===== config.mk =====
export PLATFORM = sky130hd
export DESIGN_NAME = xorshift_random_offset_generator_flat
export DESIGN_NICKNAME = d
export VERILOG_FILES = /design/src/xrog_pkg.sv /design/src/xrog_if.sv /design/src/xorshift_random_offset_generator.sv /design/src/xrog_gen.sv /design/src/xrog_div.sv /design/src/flat_wrapper.sv
export VERILOG_INCLUDE_DIRS = /design/src /design/src/src
export SDC_FILE = /design/constraint.sdc
export NUM_CORES = 2
export LEC_CHECK = 0
export BUFFER_PORTS_ARGS = -buffer_cell sky130_fd_sc_hd__buf_2
export CAP_MARGIN = 20
export CORE_UTILIZATION = 55
export CTS_BUF_LIST = sky130_fd_sc_hd__clkbuf_4
export CTS_CLUSTER_DIAMETER = 150
export DETAILED_ROUTE_END_ITERATION = 10
export GPL_ROUTABILITY_DRIVEN = 1
export PLACE_DENSITY_LB_ADDON = 0.12
export SYNTH_ARGS = -nofsm -noshare
export SYNTH_HDL_FRONTEND = slang
export SYNTH_SLANG_ARGS = --single-unit

===== constraint.sdc =====
create_clock -name clk_i -period 9.5 [get_ports clk_i]
set_input_delay 1.9 -clock clk_i [delete_from_list [all_inputs] [get_ports clk_i]]
set_output_delay 1.9 -clock clk_i [all_outputs]
set_load 0.1 [all_outputs]

===== src/xorshift_random_offset_generator_assert.svh =====
// Assertion macros shared by the generator RTL.
`ifndef XORSHIFT_RANDOM_OFFSET_GENERATOR_ASSERT_SVH
`define XORSHIFT_RANDOM_OFFSET_GENERATOR_ASSERT_SVH

// Same-cycle implication, disabled while reset is active.
`define XROG_ASSERT_IMPL(lbl, clk, rst_n, ante, cons, msg) \
  lbl: assert property (@(posedge clk) disable iff (!rst_n) (ante) |-> (cons)) \
    else $error(msg);

// Next-cycle implication, disabled while reset is active.
`define XROG_ASSERT_NEXT(lbl, clk, rst_n, ante, cons, msg) \
  lbl: assert property (@(posedge clk) disable iff (!rst_n) (ante) |=> (cons)) \
    else $error(msg);

`endif


===== src/xrog_pkg.sv =====
`timescale 1ns / 1ps

package xrog_pkg;

  // Request modes; the fourth code is ignored.
  typedef enum logic [1:0] {
    MODE_OFFSET = 2'd0,
    MODE_RANGE  = 2'd1,
    MODE_RESEED = 2'd2
  } mode_e;

  // Sequencer states.
  typedef enum logic [2:0] {
    ST_IDLE,
    ST_STEP,
    ST_DSTART,
    ST_DIV,
    ST_FIN,
    ST_DONE
  } state_e;

  // Configuration register map (64-bit registers at 8-byte spacing).
  localparam int unsigned ADDR_W = 4;
  localparam logic REG_SEED_LOW  = 1'b0;
  localparam logic REG_SEED_HIGH = 1'b1;

  // Generator state after reset.
  localparam logic [63:0] SEED0_RESET = 64'hDEADBEEFCAFEBABE;
  localparam logic [63:0] SEED1_RESET = 64'h0123456789ABCDEF;

  // xorshift128+ shift amounts.
  localparam int unsigned SHIFT_A = 23;
  localparam int unsigned SHIFT_B = 17;
  localparam int unsigned SHIFT_C = 26;

  // Step control from the sequencer to the generator.
  typedef struct packed {
    logic step;
    logic xor_w0;
    logic xor_w1;
  } gen_ctrl_t;

  // Seed write from the configuration port.
  typedef struct packed {
    logic        wr_w0;
    logic        wr_w1;
    logic [63:0] data;
  } cfg_wr_t;

endpackage


===== src/xrog_if.sv =====
`timescale 1ns / 1ps

// Request channel.
interface xrog_req_if;
  logic        valid;
  logic        ready;
  logic [1:0]  mode;
  logic [5:0]  shift_bits;
  logic [63:0] range_low;
  logic [63:0] range_high;
  logic [63:0] entropy_word;

  modport source (
    output valid, mode, shift_bits, range_low, range_high, entropy_word,
    input  ready
  );
  modport sink (
    input  valid, mode, shift_bits, range_low, range_high, entropy_word,
    output ready
  );
endinterface

// Result channel.
interface xrog_rsp_if;
  logic        valid;
  logic        ready;
  logic [63:0] rand_value;

  modport source (
    output valid, rand_value,
    input  ready
  );
  modport sink (
    input  valid, rand_value,
    output ready
  );
endinterface


===== src/xorshift_random_offset_generator.sv =====
`timescale 1ns / 1ps
// Xorshift random offset generator.
// Requests arrive on req_i (valid/ready); a transfer takes one request.
// Results leave on rsp_o (valid/ready) from an output register, so the
// next request is taken while a result still waits for its transfer.
// Offset mode: three generator steps, one per cycle, then masking and
// alignment. Range mode: generator steps, then the bit-serial
// remainder unit, which retires one dividend bit per cycle. Zero offset
// bits and empty ranges skip the generator and answer directly. Reseed
// steps the generator and gives no result; mode 3 is dropped at once.
// One request is worked on at a time.
// The APB port writes and reads the two generator words at byte addresses
// 0 and 8; write them only while the block is idle.
// Reset loads the fixed seed words and empties the output register.
// A stalled receiver holds the result in the output register; a finished
// request then waits in its last state until the register frees up.
`include "xorshift_random_offset_generator_assert.svh"

module xorshift_random_offset_generator import xrog_pkg::*; #(
  parameter int unsigned ALIGN_LOG2      = 12,
  parameter int unsigned MAX_OFFSET_BITS = 32
) (
  input  logic              clk_i,
  input  logic              rst_ni,
  input  logic              psel,
  input  logic              penable,
  input  logic              pwrite,
  input  logic [ADDR_W-1:0] paddr,
  input  logic [63:0]       pwdata,
  output logic [63:0]       prdata,
  output logic              pready,
  xrog_req_if.sink          req_i,
  xrog_rsp_if.source        rsp_o
);

  localparam logic [63:0] AlignMask = 64'((65'd1 << ALIGN_LOG2) - 65'd1);
  localparam logic [5:0]  MaxBits   = 6'(MAX_OFFSET_BITS);

  state_e      state_q, state_d;
  mode_e       mode_q;
  logic [5:0]  bits_q;
  logic [1:0]  steps_q;
  logic [63:0] lo_q, hi_q, span_q, mix_q, accum_q, result_q;
  logic        rsp_valid_q;
  logic [63:0] rsp_data_q;

  gen_ctrl_t   gen_ctrl;
  cfg_wr_t     cfg_wr;
  logic [63:0] word0, word1, step_x;
  logic        accept, div_start, div_done, load_out;
  logic [63:0] rem;
  logic [5:0]  sat_bits;
  logic [63:0] bit_mask;
  logic        reg_idx;

  // Configuration port decode
  assign pready  = 1'b1;
  assign reg_idx = paddr[3];
  always_comb begin
    cfg_wr       = '0;
    cfg_wr.data  = pwdata;
    if (psel && penable && pwrite) begin
      unique case (reg_idx)
        REG_SEED_LOW:  cfg_wr.wr_w0 = 1'b1;
        REG_SEED_HIGH: cfg_wr.wr_w1 = 1'b1;
        default:       cfg_wr = cfg_wr;
      endcase
    end
  end
  assign prdata = (reg_idx == REG_SEED_HIGH) ? word1 : word0;

  xrog_gen u_gen (
    .clk_i      (clk_i),
    .rst_ni     (rst_ni),
    .ctrl_i     (gen_ctrl),
    .mix_i      (mix_q),
    .cfg_i      (cfg_wr),
    .word0_o    (word0),
    .word1_o    (word1),
    .step_out_o (step_x)
  );

  xrog_div u_div (
    .clk_i      (clk_i),
    .rst_ni     (rst_ni),
    .start_i    (div_start),
    .dividend_i (accum_q),
    .divisor_i  (span_q),
    .done_o     (div_done),
    .rem_o      (rem)
  );

  assign req_i.ready = (state_q == ST_IDLE);
  assign accept      = req_i.valid && req_i.ready;
  assign sat_bits    = (req_i.shift_bits > MaxBits) ? MaxBits : req_i.shift_bits;
  assign bit_mask    = (64'd1 << bits_q) - 64'd1;

  // Sequencer: next state and step controls
  always_comb begin
    state_d   = state_q;
    gen_ctrl  = '0;
    div_start = 1'b0;
    load_out  = 1'b0;
    unique case (state_q)
      ST_IDLE: begin
        if (accept) begin
          case (mode_e'(req_i.mode))
            MODE_OFFSET: state_d = (req_i.shift_bits == '0) ? ST_DONE : ST_STEP;
            MODE_RANGE:  state_d = (req_i.range_low < req_i.range_high) ? ST_STEP
                                                                         : ST_DONE;
            MODE_RESEED: state_d = ST_STEP;
            default:     state_d = ST_IDLE;
          endcase
        end
      end
      ST_STEP: begin
        gen_ctrl.step   = 1'b1;
        gen_ctrl.xor_w0 = (mode_q == MODE_RESEED) && (steps_q == 2'd2);
        gen_ctrl.xor_w1 = (mode_q == MODE_RESEED) && (steps_q == 2'd1);
        if (steps_q == 2'd1) begin
          case (mode_q)
            MODE_OFFSET: state_d = ST_FIN;
            MODE_RANGE:  state_d = ST_DSTART;
            default:     state_d = ST_IDLE;
          endcase
        end
      end
      ST_DSTART: begin
        div_start = 1'b1;
        state_d   = ST_DIV;
      end
      ST_DIV: begin
        if (div_done) begin
          state_d = ST_FIN;
        end
      end
      ST_FIN: begin
        state_d = ST_DONE;
      end
      ST_DONE: begin
        if (!rsp_valid_q || rsp_o.ready) begin
          load_out = 1'b1;
          state_d  = ST_IDLE;
        end
      end
      default: state_d = ST_IDLE;
    endcase
  end

  always_ff @(posedge clk_i or negedge rst_ni) begin
    if (!rst_ni) begin
      state_q <= ST_IDLE;
    end else begin
      state_q <= state_d;
    end
  end

  // Step counter
  always_ff @(posedge clk_i or negedge rst_ni) begin
    if (!rst_ni) begin
      steps_q <= '0;
    end else if (accept) begin
      steps_q <= (mode_e'(req_i.mode) == MODE_OFFSET) ? 2'd3 : 2'd2;
    end else if (gen_ctrl.step) begin
      steps_q <= steps_q - 2'd1;
    end
  end

  // Request payload, accumulator and result
  always_ff @(posedge clk_i) begin
    if (accept) begin
      mode_q   <= mode_e'(req_i.mode);
      bits_q   <= sat_bits;
      lo_q     <= req_i.range_low;
      hi_q     <= req_i.range_high;
      mix_q    <= req_i.entropy_word;
      accum_q  <= (mode_e'(req_i.mode) == MODE_OFFSET) ? req_i.entropy_word : 64'd0;
      result_q <= (mode_e'(req_i.mode) == MODE_RANGE) ? req_i.range_low : 64'd0;
    end
    if (gen_ctrl.step) begin
      accum_q <= accum_q ^ step_x;
      span_q  <= hi_q - lo_q;
    end
    if (state_q == ST_FIN) begin
      if (mode_q == MODE_OFFSET) begin
        result_q <= (accum_q & bit_mask) << ALIGN_LOG2;
      end else begin
        result_q <= (lo_q + rem) & ~AlignMask;
      end
    end
  end

  // Output register
  always_ff @(posedge clk_i or negedge rst_ni) begin
    if (!rst_ni) begin
      rsp_valid_q <= 1'b0;
    end else if (load_out) begin
      rsp_valid_q <= 1'b1;
    end else if (rsp_o.ready) begin
      rsp_valid_q <= 1'b0;
    end
  end

  always_ff @(posedge clk_i) begin
    if (load_out) begin
      rsp_data_q <= result_q;
    end
  end

  assign rsp_o.valid      = rsp_valid_q;
  assign rsp_o.rand_value = rsp_data_q;

  `XROG_ASSERT_IMPL(a_div_done_in_div, clk_i, rst_ni, div_done, state_q == ST_DIV,
                    "remainder finished outside the divide state")
  `XROG_ASSERT_NEXT(a_reseed_pair, clk_i, rst_ni, gen_ctrl.xor_w0, gen_ctrl.xor_w1,
                    "reseed second step did not follow the first")
  `XROG_ASSERT_IMPL(a_range_aligned, clk_i, rst_ni,
                    (state_q == ST_DONE) && (mode_q == MODE_RANGE) && (lo_q < hi_q),
                    (result_q & AlignMask) == 64'd0,
                    "range result not aligned")
  `XROG_ASSERT_IMPL(a_offset_width, clk_i, rst_ni,
                    (state_q == ST_DONE) && (mode_q == MODE_OFFSET),
                    (result_q >> (ALIGN_LOG2 + MAX_OFFSET_BITS)) == 64'd0,
                    "offset result wider than allowed")

endmodule


===== src/xrog_gen.sv =====
`timescale 1ns / 1ps

module xrog_gen import xrog_pkg::*; (
  input  logic        clk_i,
  input  logic        rst_ni,
  input  gen_ctrl_t   ctrl_i,
  input  logic [63:0] mix_i,
  input  cfg_wr_t     cfg_i,
  output logic [63:0] word0_o,
  output logic [63:0] word1_o,
  output logic [63:0] step_out_o
);

  logic [63:0] w0_q, w0_d;
  logic [63:0] w1_q, w1_d;
  logic [63:0] a_mix;
  logic [63:0] new_w1;
  logic [63:0] step_x;

  // One generator step
  assign a_mix  = w0_q ^ (w0_q << SHIFT_A);
  assign new_w1 = a_mix ^ w1_q ^ (a_mix >> SHIFT_B) ^ (w1_q >> SHIFT_C);
  assign step_x = new_w1 + w1_q;

  // Select next state words: seed write, step, or hold
  always_comb begin
    w0_d = w0_q;
    w1_d = w1_q;
    if (ctrl_i.step) begin
      w0_d = w1_q;
      w1_d = new_w1;
      if (ctrl_i.xor_w0) begin
        w0_d = w1_q ^ mix_i ^ step_x;
      end
      if (ctrl_i.xor_w1) begin
        w1_d = new_w1 ^ step_x;
      end
    end
    if (cfg_i.wr_w0) begin
      w0_d = cfg_i.data;
    end
    if (cfg_i.wr_w1) begin
      w1_d = cfg_i.data;
    end
  end

  always_ff @(posedge clk_i or negedge rst_ni) begin
    if (!rst_ni) begin
      w0_q <= SEED0_RESET;
      w1_q <= SEED1_RESET;
    end else begin
      w0_q <= w0_d;
      w1_q <= w1_d;
    end
  end

  assign word0_o    = w0_q;
  assign word1_o    = w1_q;
  assign step_out_o = step_x;

endmodule


===== src/xrog_div.sv =====
`timescale 1ns / 1ps

// Bit-serial restoring remainder: one dividend bit per cycle.
module xrog_div import xrog_pkg::*; (
  input  logic        clk_i,
  input  logic        rst_ni,
  input  logic        start_i,
  input  logic [63:0] dividend_i,
  input  logic [63:0] divisor_i,
  output logic        done_o,
  output logic [63:0] rem_o
);

  logic        busy_q;
  logic [5:0]  cnt_q;
  logic [63:0] dvd_q;
  logic [63:0] dsr_q;
  logic [63:0] rem_q;
  logic [64:0] rem_sh;
  logic [64:0] diff;

  // Shift in the next dividend bit and try a subtract
  assign rem_sh = {rem_q, dvd_q[63]};
  assign diff   = rem_sh - {1'b0, dsr_q};
  assign done_o = busy_q && (cnt_q == 6'd63);

  // Control: count the 64 bit steps
  always_ff @(posedge clk_i or negedge rst_ni) begin
    if (!rst_ni) begin
      busy_q <= 1'b0;
      cnt_q  <= '0;
    end else if (start_i) begin
      busy_q <= 1'b1;
      cnt_q  <= '0;
    end else if (busy_q) begin
      cnt_q <= cnt_q + 6'd1;
      if (cnt_q == 6'd63) begin
        busy_q <= 1'b0;
      end
    end
  end

  // Datapath: shift register for the dividend, partial remainder
  always_ff @(posedge clk_i) begin
    if (start_i) begin
      dvd_q <= dividend_i;
      dsr_q <= divisor_i;
      rem_q <= '0;
    end else if (busy_q) begin
      dvd_q <= {dvd_q[62:0], 1'b0};
      rem_q <= diff[64] ? rem_sh[63:0] : diff[63:0];
    end
  end

  assign rem_o = rem_q;

endmodule


===== src/flat_wrapper.sv =====
// flat-port wrapper written by rule: the top's interface ports become plain ports
module xorshift_random_offset_generator_flat import xrog_pkg::*;
#(
  parameter int unsigned ALIGN_LOG2      = 12,
  parameter int unsigned MAX_OFFSET_BITS = 32
)
  (clk_i, rst_ni, psel, penable, pwrite, paddr, pwdata, prdata, pready, req_i_valid, req_i_mode, req_i_shift_bits, req_i_range_low, req_i_range_high, req_i_entropy_word, req_i_ready, rsp_o_valid, rsp_o_rand_value, rsp_o_ready);
  xrog_req_if req_i_i ();
  xrog_rsp_if rsp_o_i ();
  input  logic clk_i;
  input  logic rst_ni;
  input  logic psel;
  input  logic penable;
  input  logic pwrite;
  input  logic [ADDR_W-1:0] paddr;
  input  logic [63:0] pwdata;
  output logic [63:0] prdata;
  output logic pready;
  input wire logic [$bits(req_i_i.valid)-1:0] req_i_valid;
  input wire logic [$bits(req_i_i.mode)-1:0] req_i_mode;
  input wire logic [$bits(req_i_i.shift_bits)-1:0] req_i_shift_bits;
  input wire logic [$bits(req_i_i.range_low)-1:0] req_i_range_low;
  input wire logic [$bits(req_i_i.range_high)-1:0] req_i_range_high;
  input wire logic [$bits(req_i_i.entropy_word)-1:0] req_i_entropy_word;
  output wire logic [$bits(req_i_i.ready)-1:0] req_i_ready;
  output wire logic [$bits(rsp_o_i.valid)-1:0] rsp_o_valid;
  output wire logic [$bits(rsp_o_i.rand_value)-1:0] rsp_o_rand_value;
  input wire logic [$bits(rsp_o_i.ready)-1:0] rsp_o_ready;
  assign req_i_i.valid = req_i_valid;
  assign req_i_i.mode = req_i_mode;
  assign req_i_i.shift_bits = req_i_shift_bits;
  assign req_i_i.range_low = req_i_range_low;
  assign req_i_i.range_high = req_i_range_high;
  assign req_i_i.entropy_word = req_i_entropy_word;
  assign req_i_ready = req_i_i.ready;
  assign rsp_o_valid = rsp_o_i.valid;
  assign rsp_o_rand_value = rsp_o_i.rand_value;
  assign rsp_o_i.ready = rsp_o_ready;
  xorshift_random_offset_generator #(.ALIGN_LOG2(ALIGN_LOG2), .MAX_OFFSET_BITS(MAX_OFFSET_BITS)) u_core (.clk_i(clk_i), .rst_ni(rst_ni), .psel(psel), .penable(penable), .pwrite(pwrite), .paddr(paddr), .pwdata(pwdata), .prdata(prdata), .pready(pready), .req_i(req_i_i), .rsp_o(rsp_o_i));
endmodule

# Yosys cells after proc, flatten, opt, wreduce, memory -nomap -nowiden
# Cells that the tools add are included.
[totals]
regBits = 789
out_inout_bits = 131
[classes]
add_sub_neg = 7
order_cmp = 2
eq_ne = 16
shift = 1
mux = 43
bitwise_logic = 9
reduce_logical = 19
[ops]
columns = ["op", "count"]
rows = [
  ["2-to-1 mux 64 bit", 17],
  ["XOR 64 bit", 6],
  ["adder 64 bit", 2],
  ["2-to-1 mux 66 bit", 1],
  ["subtractor 65 x 64 -> 65 bit", 1],
  ["less-than comparator 64 bit", 1],
  ["subtractor 64 bit", 1],
  ["XOR 64 x 38 -> 64 bit", 1],
  ["XOR 64 x 47 -> 64 bit", 1],
  ["AND 52 bit", 1],
  ["<< shifter 1 x 6 -> 52 bit (first input constant)", 1],
  ["subtractor 52 x 1 -> 52 bit (second input constant)", 1],
  ["2-to-1 mux 3 bit", 7],
  ["case mux 3 bit (6 select lines)", 1],
  ["2-to-1 mux 6 bit", 2],
  ["nonzero test 2 bit", 6],
  ["2-to-1 mux 1 bit", 11],
  ["case mux 3 bit (3 select lines)", 1],
  ["adder 6 x 1 -> 6 bit (second input constant)", 1],
  ["equality test 2 x 1 -> 1 bit (second input constant)", 3],
  ["equality test 2 bit (second input constant)", 3],
  ["equality test 3 x 2 -> 1 bit (second input constant)", 2],
  ["equality test 3 bit (second input constant)", 2],
  ["equality test 6 bit (second input constant)", 1],
  ["other kinds (14)", 23],
]

# Logic depth before layout (Yosys ltp)
[depth]
word_depth = 9
mapped_depth = 17

# Hierarchy
# From an unflattened synthesis, not the netlist that was laid out.
[hier_totals]
cells_unflattened = 5544
hier_area_um2 = 53388.7
[modules_own_cells]
columns = ["module", "n_inst", "cells_each", "area_per_inst_um2", "seq_area_each_um2"]
rows = [
  ["xorshift_random_offset_generator", 1, 2465, 26840.7, 13843.3],
  ["xrog_gen", 1, 1832, 14401.3, 3300.7],
  ["xrog_div", 1, 1247, 12146.6, 5300.1],
]

# Least setup slack after synthesis
# Ideal clock, no wire load.
[synth_timing]
path_type = "register to register"
startpoint = "register u_core.state_q[1]"
endpoint = "register u_core.bits_q[0], enable pin"
t_arrival_ns = 7.190
path_slack_ns = 1.758
stages_incl_launch_ff = 5
period_less_slack_ns = 7.742
path_cell_list = "dfrtp_1 > clkbuf_1 > nor3_1 > nand2_1 > inv_1"
[synth_between]
elab_chain_cells = 2
[synth_rtl]
columns = ["item", "line_no", "text"]
rows = [
  ["start: declaration", "xorshift_random_offset_generator.sv:39", "state_e state_q, state_d;"],
  ["start signal: assignment", "xorshift_random_offset_generator.sv:154", "state_q <= state_d;"],
  ["zero test 3 bit", "xorshift_random_offset_generator.sv:93", "assign req_i.ready = (state_q == ST_IDLE);"],
  ["net req_i_ready", "flat_wrapper.sv:25", "output wire logic [$bits(req_i_i.ready)-1:0] req_i_ready;"],
  ["logical AND 1 bit", "xorshift_random_offset_generator.sv:94", "assign accept = req_i.valid && req_i.ready;"],
  ["net u_core.accept", "xorshift_random_offset_generator.sv:50", "logic accept, div_start, div_done, load_out;"],
  ["end signal: assignment", "xorshift_random_offset_generator.sv:173", "bits_q <= sat_bits;"],
  ["end: declaration", "xorshift_random_offset_generator.sv:41", "logic [5:0] bits_q;"],
]
# The timed path passes the listed nets, and every way through them passes these cells.
# A chain may end at the register's enable or synchronous reset.

# Final worst setup path
[layout_timing]
startpoint = "input paddr[3]"
endpoint = "output prdata[16]"
[layout_between]
elab_chain_cells = 1
[layout_rtl]
columns = ["item", "line_no", "text"]
rows = [
  ["start: declaration", "flat_wrapper.sv:15", "input logic [ADDR_W-1:0] paddr;"],
  ["2-to-1 mux 64 bit", "xorshift_random_offset_generator.sv:70", "assign prdata = (reg_idx == REG_SEED_HIGH) ? word1 : word0;"],
  ["end: declaration", "flat_wrapper.sv:17", "output logic [63:0] prdata;"],
]
# No other way between the ends.

==> flow_metrics.env <==
export IMPL_totalNegativeSetupSlack_ps=0
export IMPL_portBuffers=401
export IMPL_period_share_pct=58.2
export IMPL_area_growth_pct=10.9
export IMPL_worst_ep_required_time_ps=7600
export IMPL_met1_length_mm=75.7
export IMPL_synth_warnings=0
export IMPL_clock_sinks=789
export IMPL_setup_violations_final=0
export IMPL_floorplan_die_area_um2=97500
export IMPL_gr_usage_all_layers_pct=37.2
export IMPL_routed_wirelength_mm=185
export IMPL_detailedPlacementHpwl_mm=139
export IMPL_drt_iter0_markers=4856
export IMPL_netlist_instances=5566
export IMPL_postSynthAreaPerCell_um2=9.51
export IMPL_post_synth_fa_ha_maj_area_fraction_pct=7.77
export IMPL_initial_core_util_pct=55.6
export IMPL_cp_arrival_ps=3620
export IMPL_synth_seq_area_share_pct=42.4
export IMPL_postCtsResizedCells=0
export IMPL_yosys_mux_area_fraction_pct=2.68
export IMPL_fin_skew_ps=87.2
export IMPL_insertion_delay_ps=1180
export IMPL_placed_area_um2=55800
export IMPL_design_portCount=406
export IMPL_slew_headroom_pct=22.2
export IMPL_synth_async_reset_ratio_pct=17.9
export IMPL_finish_net_count=6543
export IMPL_synth_top_flop_cell="sky130_fd_sc_hd__edfxtp_1"
export IMPL_run_status="complete, no violations"
export IMPL_cell_area_after_synthesis_um2=52900
export IMPL_achievable_freq_mhz=181
export IMPL_post_route_cells_drive_above_1_share_pct=16.8
export IMPL_synth_compound_area_share_pct=18.3
export IMPL_maxUsedRoutingLayer="met5"
export IMPL_cts_max_level=4
export IMPL_synth_simple_area_share_pct=14.2
export IMPL_die_height_um=312
export IMPL_drc=0
export IMPL_post_route_min_period_ps=5520
export IMPL_final_common_cell="sky130_fd_sc_hd__nand2_1"
export IMPL_grt_antenna_before_repair=9
export IMPL_global_route_wire_length_before_repair_mm=273
export IMPL_synth_edff_count=584
export IMPL_critical_path_startpoint_type="input pin"
export IMPL_hold_path_class="reg2reg"
export IMPL_synthesis_nets=6168
export IMPL_detail_route_vias_per_cell=6.23
export IMPL_drv_slew=0
export IMPL_die_x_um=312
export IMPL_tritoncts_num_buffers=210
export IMPL_hold_buffers=0
export IMPL_regArea_um2=22400
export IMPL_avgRoutedWirePerCell_um=25.0
export IMPL_clk_root_buffer_cell="sky130_fd_sc_hd__clkbuf_4"
export IMPL_yosys_area_share_xor_xnor_pct=10.5
export IMPL_first_global_vias=43400
export IMPL_cts_setup_buffers=0
export IMPL_final_gp_congestion=1.02
export IMPL_clk_pin_slew_ps=70
export IMPL_commonest_cells_after_routing_fill_and_taps_aside="sky130_fd_sc_hd__nand2_1 (602), sky130_fd_sc_hd__edfxtp_1 (584), sky130_fd_sc_hd__a21oi_1 (446)"
export IMPL_synth_top_family_by_area="compound AO/OA/AOI/OAI gates"
export IMPL_cts_tree="built"
export IMPL_area_of_combinational_cells_with_multiple_inputs_um2=28400
export IMPL_met3RoutedLength_mm=16.6
export IMPL_cap_viol_max_count=0
export IMPL_grt_overflow=0
export IMPL_total_number_of_vias=46100
export IMPL_grt_max_degree=112
export IMPL_rows=113
export IMPL_unrepaired_setup_endpoints_after_global_routing="false"
export IMPL_finish_instance_area_um2=58700
export IMPL_ys_seq_elements=789
export IMPL_crit_path_max_fanout=67
export IMPL_clock_path_buffers=3
export IMPL_drt_pass1_iterations=6
export IMPL_report_final_hold_viol_count=0
export IMPL_synthDistinctLibCells=113
export IMPL_met2_length_mm=82.2
export IMPL_number_of_inserted_filler_cells_in_the_final_layout=8204
export IMPL_ant_nets=0
export IMPL_coreArea_um2=95200
export IMPL_critPathKind="in2out"
export IMPL_worstSetupEndpointType="primary output"
export IMPL_worstMarginPinSlew_ps=1140
## cells in the mapped netlist, types with 33 or more instances
cell,instances,share of area (%)
sky130_fd_sc_hd__a211oi_1,54,0.77
sky130_fd_sc_hd__a21o_1,190,2.7
sky130_fd_sc_hd__a21oi_1,446,4.2
sky130_fd_sc_hd__a31oi_1,64,0.76
sky130_fd_sc_hd__and3_1,82,0.97
sky130_fd_sc_hd__clkbuf_1,243,1.7
sky130_fd_sc_hd__dfrtp_1,63,3.0
sky130_fd_sc_hd__dfstp_2,78,3.9
sky130_fd_sc_hd__dfxtp_1,64,2.4
sky130_fd_sc_hd__edfxtp_1,584,33
sky130_fd_sc_hd__ha_1,324,7.7
sky130_fd_sc_hd__inv_1,271,1.9
sky130_fd_sc_hd__mux2_2,67,1.4
sky130_fd_sc_hd__mux2i_1,65,1.2
sky130_fd_sc_hd__nand2_1,606,4.3
sky130_fd_sc_hd__nand2b_1,38,0.45
sky130_fd_sc_hd__nand3_1,183,1.7
sky130_fd_sc_hd__nand4_1,78,0.92
sky130_fd_sc_hd__nor2_1,298,2.1
sky130_fd_sc_hd__nor2b_1,44,0.52
sky130_fd_sc_hd__nor3_1,104,0.98
sky130_fd_sc_hd__o211ai_1,33,0.47
sky130_fd_sc_hd__o21a_1,41,0.58
sky130_fd_sc_hd__o21ai_0,408,3.9
sky130_fd_sc_hd__o21bai_1,49,0.69
sky130_fd_sc_hd__or3_1,39,0.46
sky130_fd_sc_hd__xnor2_1,444,7.3
sky130_fd_sc_hd__xor2_1,157,2.6
## sequential cells by signal (all words and copies together) (netlist names), 63 cells and up, named ones only
signal                   count
u_core.accum_q              64
u_core.hi_q                 64
u_core.lo_q                 64
u_core.mix_q                64
u_core.result_q             64
u_core.rsp_o.rand_value     64
u_core.span_q               64
u_core.u_div.dsr_q          64
u_core.u_div.dvd_q          64
u_core.u_div.rem_o          64
u_core.u_gen.word0_o        64
u_core.u_gen.word1_o        63
## critical path: stages
cell,delay [ps]
sky130_fd_sc_hd__buf_2,70
sky130_fd_sc_hd__buf_4,730
sky130_fd_sc_hd__mux2_2,350
sky130_fd_sc_hd__buf_2,440
## cells by family after synthesis
| logic type | count (synthesis) |
|---|---|
| compound gates | 1543 |
| xor+xnor | 615 |
| fa+ha+maj | 327 |
| buf+inv | 558 |
| flops | 789 |
| mux | 133 |
| other cells | 1 |
| simple gates | 1600 |
## worst paths after layout
path,start,end,slack [ps],cells after the start
setup / recovery,paddr[3],prdata[16],3980,4
setup reg to reg,u_core.u_gen.word0_o[19],u_core.u_gen.word0_o[41],4140,14
hold reg to reg,u_core.span_q[36],u_core.u_div.dsr_q[36],410,0
hold / removal,u_core.span_q[36],u_core.u_div.dsr_q[36],410,0
max in group asynchronous,rst_ni,u_core.u_gen.word0_o[26],7240,2
min in group asynchronous,rst_ni,u_core.u_gen.word1_o[58],780,1
## through the flow
stage	cells	worst slack [ps]	hold WS, ps	utilization (%)
5_1_grt	7393	3890	418	61.7
6_report	7397	3980	405	61.7
3_3_place_gp	6992	4060	401	58.7
2_1_floorplan	5566	1760	400	-
3_5_place_dp	6993	4050	405	58.7
4_1_cts	7384	4050	406	61.6
## cell type report
type,instances,area share (%)
antenna,12,0.0512
inverter,272,1.77
clock buffer,329,4.21
timing repair buffer,449,4.07
multi-input combinational,4219,48.4
sequential,789,38.2
clock inverter,62,0.588
tap,1265,2.70
## per-layer routing
layer  up-vias  global-route usage, %
li1      21100                      -
met1     22000                   49.8
met2      2437                   57.3
met3       496                   6.88
met4         2                   19.6
met5         -                      0
Power is left out: the tool's default activity adds up to more than one toggle a clock period on the data nets, which glitch-free logic cannot reach.
